**config.mk**
```make
export PLATFORM = sky130hd
export DESIGN_NAME = clipped_glyph_row_blitter_core
export DESIGN_NICKNAME = d
export VERILOG_FILES = /design/src/sv/cgrb_pkg.sv /design/src/sv/cgrb_clip.sv /design/src/sv/cgrb_lane.sv /design/src/sv/cgrb_emit.sv /design/src/sv/clipped_glyph_row_blitter_core.sv
export SDC_FILE = /design/constraint.sdc
export NUM_CORES = 1
export LEC_CHECK = 0
export BUFFER_PORTS_ARGS = -buffer_cell sky130_fd_sc_hd__buf_4
export CAP_MARGIN = 30
export CELL_PAD_IN_SITES_DETAIL_PLACEMENT = 0
export CELL_PAD_IN_SITES_GLOBAL_PLACEMENT = 1
export CORE_MARGIN = 5
export CORE_UTILIZATION = 25
export DETAILED_ROUTE_END_ITERATION = 8
export PLACE_DENSITY = 0.58
export SLEW_MARGIN = 40
export SYNTH_ARGS = -nofsm -noshare
export SYNTH_HDL_FRONTEND = slang
export SYNTH_SLANG_ARGS = --single-unit
export TNS_END_PERCENT = 5
```
**constraint.sdc**
```tcl
create_clock -name clk -period 6.7 [get_ports clk]
set_input_delay 0.335 -clock clk [delete_from_list [all_inputs] [get_ports clk]]
set_output_delay 0.335 -clock clk [all_outputs]
set_load 0.01 [all_outputs]
```
**src/sv/cgrb_pkg.sv**
```systemverilog
// ----------------------------------------------------------------------------
// cgrb_pkg: shared types and constants for the glyph row blitter
// Holds field widths, configuration register indexes and the record that
// the clipping stage hands to the pixel emitter.
// ----------------------------------------------------------------------------
package cgrb_pkg;

    // Number of pixel columns in one glyph row word, one lane per column.
    localparam int RowWordBits    = 32;
    localparam int ColW           = $clog2(RowWordBits);
    localparam int MaxGlyphHeight = 64;
    localparam int ScreenLimit    = 4096;

    // Field widths.
    localparam int OriginW = 16;
    localparam int GwW     = 6;
    localparam int GhW     = 7;
    localparam int RowW    = 6;
    localparam int ScrW    = 13;
    localparam int CoordW  = 12;
    localparam int CfgAddrW = 2;

    // Configuration register indexes.
    typedef enum logic [CfgAddrW-1:0] {
        CFG_SCREEN_WIDTH  = 2'd0,
        CFG_SCREEN_HEIGHT = 2'd1
    } cfg_addr_t;

    // Result of clipping one row against the screen.
    typedef struct packed {
        logic              visible;
        logic [CoordW-1:0] first_x;
        logic [CoordW-1:0] py;
        logic [ColW-1:0]   off;
        logic [ColW:0]     end_col;
    } clip_t;

endpackage

```
**src/sv/cgrb_clip.sv**
```systemverilog
// ----------------------------------------------------------------------------
// cgrb_clip: clip one glyph row against the framebuffer
// Works out the screen row, the first visible screen column and the range
// of glyph columns that land on screen, using signed comparisons.
// ----------------------------------------------------------------------------
module cgrb_clip
    import cgrb_pkg::*;
(
    input  logic signed [OriginW-1:0] origin_x,
    input  logic signed [OriginW-1:0] origin_y,
    input  logic [GwW-1:0]            glyph_width,
    input  logic [GhW-1:0]            glyph_height,
    input  logic [RowW-1:0]           row_number,
    input  logic [ScrW-1:0]           screen_width,
    input  logic [ScrW-1:0]           screen_height,
    output clip_t                     clip
);

    logic [GwW-1:0]      gw_eff;
    logic [GhW-1:0]      gh_eff;
    logic [ScrW-1:0]     sw_eff;
    logic [ScrW-1:0]     sh_eff;
    logic signed [17:0]  ox_ext;
    logic signed [17:0]  py_ext;
    logic signed [17:0]  ox_end;
    logic signed [17:0]  ox_neg;
    logic                empty_size;
    logic                row_out;
    logic                col_out;
    logic [CoordW-1:0]   first_x;
    logic [ColW-1:0]     off;
    logic [GwW-1:0]      count_raw;
    logic [ScrW-1:0]     room;
    logic [GwW-1:0]      count;

    // Cap sizes to what the hardware supports.
    always_comb
    begin
        gw_eff = (glyph_width > GwW'(RowWordBits)) ? GwW'(RowWordBits) : glyph_width;
        gh_eff = (glyph_height > GhW'(MaxGlyphHeight)) ? GhW'(MaxGlyphHeight) : glyph_height;
        sw_eff = (screen_width > ScrW'(ScreenLimit)) ? ScrW'(ScreenLimit) : screen_width;
        sh_eff = (screen_height > ScrW'(ScreenLimit)) ? ScrW'(ScreenLimit) : screen_height;
    end

    // Vertical and horizontal rejection tests.
    always_comb
    begin
        ox_ext = 18'(origin_x);
        py_ext = 18'(origin_y) + $signed({12'd0, row_number});
        ox_end = ox_ext + $signed({12'd0, gw_eff});
        ox_neg = -ox_ext;
        empty_size = (gw_eff == '0) || (gh_eff == '0) || (sw_eff == '0) || (sh_eff == '0)
                     || ({1'b0, row_number} >= gh_eff);
        row_out = py_ext[17] || (py_ext >= $signed({5'd0, sh_eff}));
        col_out = (ox_ext >= $signed({5'd0, sw_eff})) || ox_end[17] || (ox_end == '0);
    end

    // Visible column range; only meaningful when the row is not rejected.
    always_comb
    begin
        first_x   = origin_x[OriginW-1] ? '0 : ox_ext[CoordW-1:0];
        off       = origin_x[OriginW-1] ? ox_neg[ColW-1:0] : '0;
        count_raw = gw_eff - {1'b0, off};
        room      = sw_eff - {1'b0, first_x};
        count     = ({7'd0, count_raw} > room) ? room[GwW-1:0] : count_raw;

        clip.visible = !(empty_size || row_out || col_out);
        clip.first_x = first_x;
        clip.py      = py_ext[CoordW-1:0];
        clip.off     = off;
        clip.end_col = (ColW+1)'({1'b0, off} + count);
    end

endmodule

```
**src/sv/cgrb_lane.sv**
```systemverilog
// ----------------------------------------------------------------------------
// cgrb_lane: per-column lane
// Decides for one glyph column whether it falls in the visible range and
// picks its foreground bit from the row word.
// ----------------------------------------------------------------------------
module cgrb_lane
    import cgrb_pkg::*;
(
    input  logic [ColW-1:0]        lane_idx,
    input  logic [ColW-1:0]        off,
    input  logic [ColW:0]          end_col,
    input  logic [RowWordBits-1:0] row_bits,
    output logic                   vis,
    output logic                   fg
);

    logic [ColW-1:0] bit_sel;

    // Column zero is the most significant bit of the row word.
    always_comb
    begin
        bit_sel = ColW'(RowWordBits - 1) - lane_idx;
        vis     = (lane_idx >= off) && ({1'b0, lane_idx} < end_col);
        fg      = row_bits[bit_sel];
    end

endmodule

```
**src/sv/cgrb_emit.sv**
```systemverilog
// ----------------------------------------------------------------------------
// cgrb_emit: merge lane results and emit pixels
// Latches the visibility and foreground masks from the lanes and walks the
// visible columns left to right, one pixel word per cycle while out_ready is high.
// ----------------------------------------------------------------------------
module cgrb_emit
    import cgrb_pkg::*;
(
    input  logic                   clk,
    input  logic                   rst_n,
    input  logic                   pend,
    input  clip_t                  clip,
    input  logic [RowWordBits-1:0] vis_mask,
    input  logic [RowWordBits-1:0] fg_mask,
    output logic                   take,
    output logic                   out_valid,
    input  logic                   out_ready,
    output logic [CoordW-1:0]      pixel_x,
    output logic [CoordW-1:0]      pixel_y,
    output logic                   use_foreground,
    output logic                   last_pixel
);

    logic                   active_reg, active_next;
    logic [ColW-1:0]        col_reg, col_next;
    logic [CoordW-1:0]      x_reg, x_next;
    logic [CoordW-1:0]      y_reg, y_next;
    logic [RowWordBits-1:0] vis_reg, vis_next;
    logic [RowWordBits-1:0] fg_reg, fg_next;
    logic [ColW-1:0]        col_inc;
    logic                   last;
    logic                   done;

    // Last pixel when the next column is off the visible range or past the end of the row word.
    always_comb
    begin
        col_inc = col_reg + 1'b1;
        last    = (col_reg == ColW'(RowWordBits - 1)) || !vis_reg[col_inc];
        done    = active_reg && out_ready && last;
        take    = pend && (!active_reg || done);
    end

    // Next state of the walk.
    always_comb
    begin
        active_next = active_reg;
        col_next    = col_reg;
        x_next      = x_reg;
        y_next      = y_reg;
        vis_next    = vis_reg;
        fg_next     = fg_reg;
        if (take)
        begin
            active_next = clip.visible;
            col_next    = clip.off;
            x_next      = clip.first_x;
            y_next      = clip.py;
            vis_next    = vis_mask;
            fg_next     = fg_mask;
        end
        else if (done)
        begin
            active_next = 1'b0;
        end
        else if (active_reg && out_ready)
        begin
            col_next = col_inc;
            x_next   = x_reg + 1'b1;
        end
    end

    // Control register.
    always_ff @(posedge clk or negedge rst_n)
    begin
        if (!rst_n)
        begin
            active_reg <= 1'b0;
        end
        else
        begin
            active_reg <= active_next;
        end
    end

    // Payload registers.
    always_ff @(posedge clk)
    begin
        col_reg <= col_next;
        x_reg   <= x_next;
        y_reg   <= y_next;
        vis_reg <= vis_next;
        fg_reg  <= fg_next;
    end

    // Output word.
    assign out_valid      = active_reg;
    assign pixel_x        = x_reg;
    assign pixel_y        = y_reg;
    assign use_foreground = fg_reg[col_reg];
    assign last_pixel     = last;

    // The column being shown is always inside the visible range.
    a_col_visible: assert property (@(posedge clk) disable iff (!rst_n)
        active_reg |-> vis_reg[col_reg])
        else $error("emitter column outside visible range");

    // A stalled word keeps its column and stays valid.
    a_stall_holds: assert property (@(posedge clk) disable iff (!rst_n)
        (active_reg && !out_ready) |=> (active_reg && $stable(col_reg) && $stable(x_reg)))
        else $error("stalled pixel word changed");

    // Moving to the next pixel advances the screen column by one.
    a_x_step: assert property (@(posedge clk) disable iff (!rst_n)
        (active_reg && out_ready && !last) |=> (x_reg == $past(x_reg) + 1'b1))
        else $error("screen column did not advance by one");

endmodule

```
**src/sv/clipped_glyph_row_blitter_core.sv**
```systemverilog
// ----------------------------------------------------------------------------
// clipped_glyph_row_blitter_core: clipped one-bit glyph row blitter
// Clips a glyph row against the framebuffer and streams visible pixels.
// ----------------------------------------------------------------------------
// Each input word carries one row of a 1bpp glyph plus its signed origin,
// size and row number. The row is clipped against screen_width and
// screen_height (registers 0 and 1, reset 512 and 448, values above 4096
// act as 4096) and one output word per visible pixel follows, left to
// right, with tlast on the final pixel and tuser set for foreground. The
// pixel walker emits one pixel per cycle while m_axis_tready is high; the
// first pixel of a row is offered once the row has passed from the input
// register into the walker's registers. A fully clipped row emits nothing
// but still passes through the input register, and a new row is accepted
// only while that register is empty. The next row is taken into the input
// register and clipped while the current one is still emitting.
// ----------------------------------------------------------------------------
module clipped_glyph_row_blitter_core
    import cgrb_pkg::*;
(
    input  logic                clk,
    input  logic                rst_n,
    // Input stream.
    input  logic                s_axis_tvalid,
    output logic                s_axis_tready,
    // tdata, low bit up: origin_x[15:0], origin_y[31:16], glyph_width[37:32],
    // glyph_height[44:38], row_number[50:45], row_bits[82:51], zero[87:83]
    input  logic [87:0]         s_axis_tdata,
    // Output stream.
    output logic                m_axis_tvalid,
    input  logic                m_axis_tready,
    // tdata, low bit up: pixel_x[11:0], pixel_y[23:12]
    output logic [23:0]         m_axis_tdata,
    // tuser: use_foreground[0]
    output logic                m_axis_tuser,
    output logic                m_axis_tlast,
    // Configuration write channel.
    input  logic                cfg_valid,
    output logic                cfg_ready,
    input  logic [CfgAddrW-1:0] cfg_addr,
    input  logic [ScrW-1:0]     cfg_data
);

    logic                   pend_reg, pend_next;
    logic [82:0]            in_reg;
    logic [ScrW-1:0]        sw_reg;
    logic [ScrW-1:0]        sh_reg;
    logic                   take;
    clip_t                  clip;
    logic [RowWordBits-1:0] row_bits;
    logic [RowWordBits-1:0] vis_mask;
    logic [RowWordBits-1:0] fg_mask;
    logic [CoordW-1:0]      pixel_x;
    logic [CoordW-1:0]      pixel_y;

    // Configuration registers.
    assign cfg_ready = 1'b1;

    always_ff @(posedge clk or negedge rst_n)
    begin
        if (!rst_n)
        begin
            sw_reg <= ScrW'(512);
            sh_reg <= ScrW'(448);
        end
        else if (cfg_valid)
        begin
            case (cfg_addr)
                CFG_SCREEN_WIDTH:  sw_reg <= cfg_data;
                CFG_SCREEN_HEIGHT: sh_reg <= cfg_data;
                default:           ;
            endcase
        end
    end

    // Input register: holds one row until the emitter takes it.
    assign s_axis_tready = !pend_reg;

    always_comb
    begin
        pend_next = pend_reg;
        if (s_axis_tvalid && s_axis_tready)
        begin
            pend_next = 1'b1;
        end
        else if (take)
        begin
            pend_next = 1'b0;
        end
    end

    always_ff @(posedge clk or negedge rst_n)
    begin
        if (!rst_n)
        begin
            pend_reg <= 1'b0;
        end
        else
        begin
            pend_reg <= pend_next;
        end
    end

    always_ff @(posedge clk)
    begin
        if (s_axis_tvalid && s_axis_tready)
        begin
            in_reg <= s_axis_tdata[82:0];
        end
    end

    // Clipping of the held row.
    cgrb_clip u_clip (
        .origin_x      ($signed(in_reg[15:0])),
        .origin_y      ($signed(in_reg[31:16])),
        .glyph_width   (in_reg[37:32]),
        .glyph_height  (in_reg[44:38]),
        .row_number    (in_reg[50:45]),
        .screen_width  (sw_reg),
        .screen_height (sh_reg),
        .clip          (clip)
    );

    assign row_bits = in_reg[82:51];

    // One lane per glyph column.
    for (genvar g = 0; g < RowWordBits; g++)
    begin : g_lane
        cgrb_lane u_lane (
            .lane_idx (ColW'(g)),
            .off      (clip.off),
            .end_col  (clip.end_col),
            .row_bits (row_bits),
            .vis      (vis_mask[g]),
            .fg       (fg_mask[g])
        );
    end

    // Merge lane masks and walk the visible pixels.
    cgrb_emit u_emit (
        .clk            (clk),
        .rst_n          (rst_n),
        .pend           (pend_reg),
        .clip           (clip),
        .vis_mask       (vis_mask),
        .fg_mask        (fg_mask),
        .take           (take),
        .out_valid      (m_axis_tvalid),
        .out_ready      (m_axis_tready),
        .pixel_x        (pixel_x),
        .pixel_y        (pixel_y),
        .use_foreground (m_axis_tuser),
        .last_pixel     (m_axis_tlast)
    );

    assign m_axis_tdata = {pixel_y, pixel_x};

endmodule
```
==> impl_metrics.tcl <==
set metrics [dict create \
    die_h_um 219 \
    yosysTopAreaCell "edfxtp_1" \
    power.leakage_nw 5.74 \
    grt_pass1_wl_mm 46.3 \
    gr-usage-met1_pct 15.9 \
    max_freq_mhz 163 \
    setup_viol 0 \
    die-area_mm2 0.0480 \
    drc 0 \
    synth_compound_area_share_pct 10.6 \
    cts_buffers 23 \
    r2r_end "u_emit.vis_reg[28]" \
    clkPwrFrac_pct 31.0 \
    clock_sinks 204 \
    mostFrequentLayoutCells "edfxtp_1 (176), buf_4 (157), dlygate4sd3_1 (85), ha_1 (76), nand2_1 (74)" \
    diodes 0 \
    synth_top_family_by_area "simple AND/OR/NAND/NOR gates" \
    p_int_mw 2.80 \
    cp-end-kind "register" \
    gp_congestion 0.823 \
    grt_pass1_vias 8250 \
    hold_end "sw_reg[8]" \
    synth_nets 1088 \
    crit_arrival_ps 6520 \
    pwr-share-comb_pct 28.3 \
    vias 7732 \
    switchingPower_mw 1.20 \
    vias_per_cell 4.43 \
    grt_usage_pct 12.2 \
    fin_tns_setup_ps 0 \
    clk_pin_slew_ps 60 \
    layout.nets 1333 \
    ios 137 \
    synth-xor-area-share_pct 3.85 \
    largest_reg_flops 83 \
    fin_skew_ps 19.1 \
    firstDrtPassIters 4 \
    synth.distinct_cells 60 \
    ir_drop_uv 153 \
    rows 76 \
    power_frac_seq_pct 40.7 \
    power.density_mw_per_mm2 277 \
    dr.first_iter.drc_count 337 \
    place_area_mm2 0.0128 \
    h-tree-depth 1 \
    rr_startpoint "in_reg[1]" \
    cts.path.max_buffers 3 \
    busiest_layer "met2" \
    synth-seq-area-share_pct 54.9 \
    cts_tree "built" \
    met2_usage_pct 20.8 \
    required_ps 7080 \
    worst_setup_path_start_kind "register" \
    synth_edf_count 176 \
    synth_area_leaders "edfxtp_1 (48%), ha_1 (8.7%), dfrtp_1 (5.5%)" \
    netlist.area_leader.share_pct 48.4 \
    areaGrowthSynthToFinish_pct 32.2 \
    relSlewSlack_pct 48.0 \
    core_area_mm2 0.0432 \
    io_buffers 130 \
    design_area_mm2 0.0144 \
    synthAdderAreaFrac_pct 9.63 \
    worstPathMaxFanout 9 \
    grt_overflow 0 \
    synth-simple-area-share_pct 11.5 \
    outcome "finished, final reports clean" \
    antenna_found_initial 0 \
    cts-root-buf "clkbuf_16" \
    hpwl_mm 22.0 \
    post_cts_buffers 0 \
    slew_violations 0 \
    finalHoldViolations 0 \
    reg2reg_slack_ps 560 \
    crit_path_top_delay_cell "edfxtp_1" \
    fin_util_pct 33.4 \
    finalWirelength_mm 29.4 \
    synth-async-reset-ratio_pct 13.7 \
    period_share_pct 91.6 \
    num-fill-cells 4348 \
    hp-class "in2reg" \
    critical_path_class "reg2reg" \
    yosys_warnings 0 \
    synthFlopType "edfxtp_1" \
    grt_util_met3_pct 2.50 \
    start_util_pct 25.3 \
    rr_worst_depth 29 \
    final_common_cell "edfxtp_1" \
    min_period_ps 6140 \
    tightest_slew_ps 778 \
    max_cap_viol_count 0 \
    die_w_um 219 \
    avgRoutedWirePerCell_um 16.8 \
    ant_nets 0 \
    synth_seq_cells 204 \
    syn_area_mm2 0.0109 \
    swShare_pct 30.1 \
    min_from "cfg_data[8]" \
    synth_mux_area_share_pct 6.97 \
    grt_start_max_net_pins 60 \
    hold_path_depth 2 \
    synth.avg_cell_area_um2 12.1 \
    clk_latency_ps 540 \
    syn_inst 899 \
    cp_slowest_stage_delay_ps 480 \
    drive_above_1_share_pct 21.7 \
]
[metal layers]
metal  wire (um)  vias up
met1       13300     3698
met3        1450       34
met2       14100      156
li1            -     3844
met4         555        0
met5           0        -
[through the flow]
step	cells	setup WS, ps	hold WS (ps)	power, mW
2_1_floorplan	899	660	39.4	2.36
3_3_place_gp	1616	650	294	2.73
3_5_place_dp	1618	533	294	2.75
4_1_cts	1745	503	22.4	4.06
5_1_grt	1746	-0.655	22.2	4.25
6_report	1746	563	47.7	4.00
[cell families (layout without fill, tap and decap cells)]
logic type	count (synthesis)	count (layout)
AOI/OAI and AO/OA	185	185
DFF	204	204
xor gates and xnor gates	48	48
adders and majority gates	81	81
and+or+nand+nor	254	254
other	1	1
buffers and inverters	71	333
muxes	55	55
[worst max path at each step]
| stage | start | endpoint | slack, ps | cells past startpoint |
|---|---|---|---|---|
| 2_1_floorplan | in_reg[0] | u_emit.vis_reg[22] | 660 | 30 |
| 3_3_place_gp | in_reg[1] | u_emit.vis_reg[0] | 650 | 27 |
| 3_5_place_dp | in_reg[1] | u_emit.vis_reg[1] | 530 | 27 |
| 4_1_cts | in_reg[1] | u_emit.vis_reg[1] | 500 | 27 |
| 5_1_grt | in_reg[1] | u_emit.vis_reg[28] | -0.7 | 29 |
| 6_report | in_reg[1] | u_emit.vis_reg[28] | 560 | 29 |
[power groups by stage]
stage	combinational (mW)	sequential [mW]	clock, mW
after floorplan	0.719	1.64	0
after global placement	1.08	1.65	0
after detailed placement	1.09	1.66	0
after CTS	1.14	1.63	1.29
after global routing	1.27	1.64	1.34
final	1.13	1.63	1.24
[cell usage after synthesis, drive strengths merged, types with 5 or more instances]
cell type and number:
a211oi 6, a21o 14, a21oi 65, a22oi 8, a31oi 11, and2 6
and3 8, buf 12, clkbuf 14, dfrtp 24, edfxtp 176, fa 5
ha 76, inv 44, mux2 28, mux2i 13, mux4 14, nand2 74
nand2b 32, nand3 20, nand4 6, nor2 57, nor2b 15, nor3 12
nor4 7, o211ai 6, o21a 6, o21ai 36, o221ai 5, or4 5
xnor2 26, xor2 22
[what timing repair did]
action,in CTS,in global routing
endpoints found under the hold margin,108,0
resized for setup,0,1
endpoints found under the setup margin,0,1
hold buffers,85,0
[area by class of cell]
type                    count  area (um^2)  share of cell area (%)
multi-input cells         624         4680                    32.5
repair buffers            246         2110                    14.6
clock buffers              31          647                    4.48
well taps                 585          732                    5.07
clock inverters            11         97.6                   0.676
inverters                  45          169                    1.17
flip-flops and latches    204         5990                    41.5
[critical path: cells and delay by family (launching register included)]
family / cells / cell delay [ps]
compound gates: 11 / 1620
fa+ha+maj: 5 / 1460
simple gates: 6 / 1400
buf+inv: 4 / 580
flops: 1 / 480
xor+xnor: 3 / 450
Note: power is estimated with default switching activity, not from simulation.
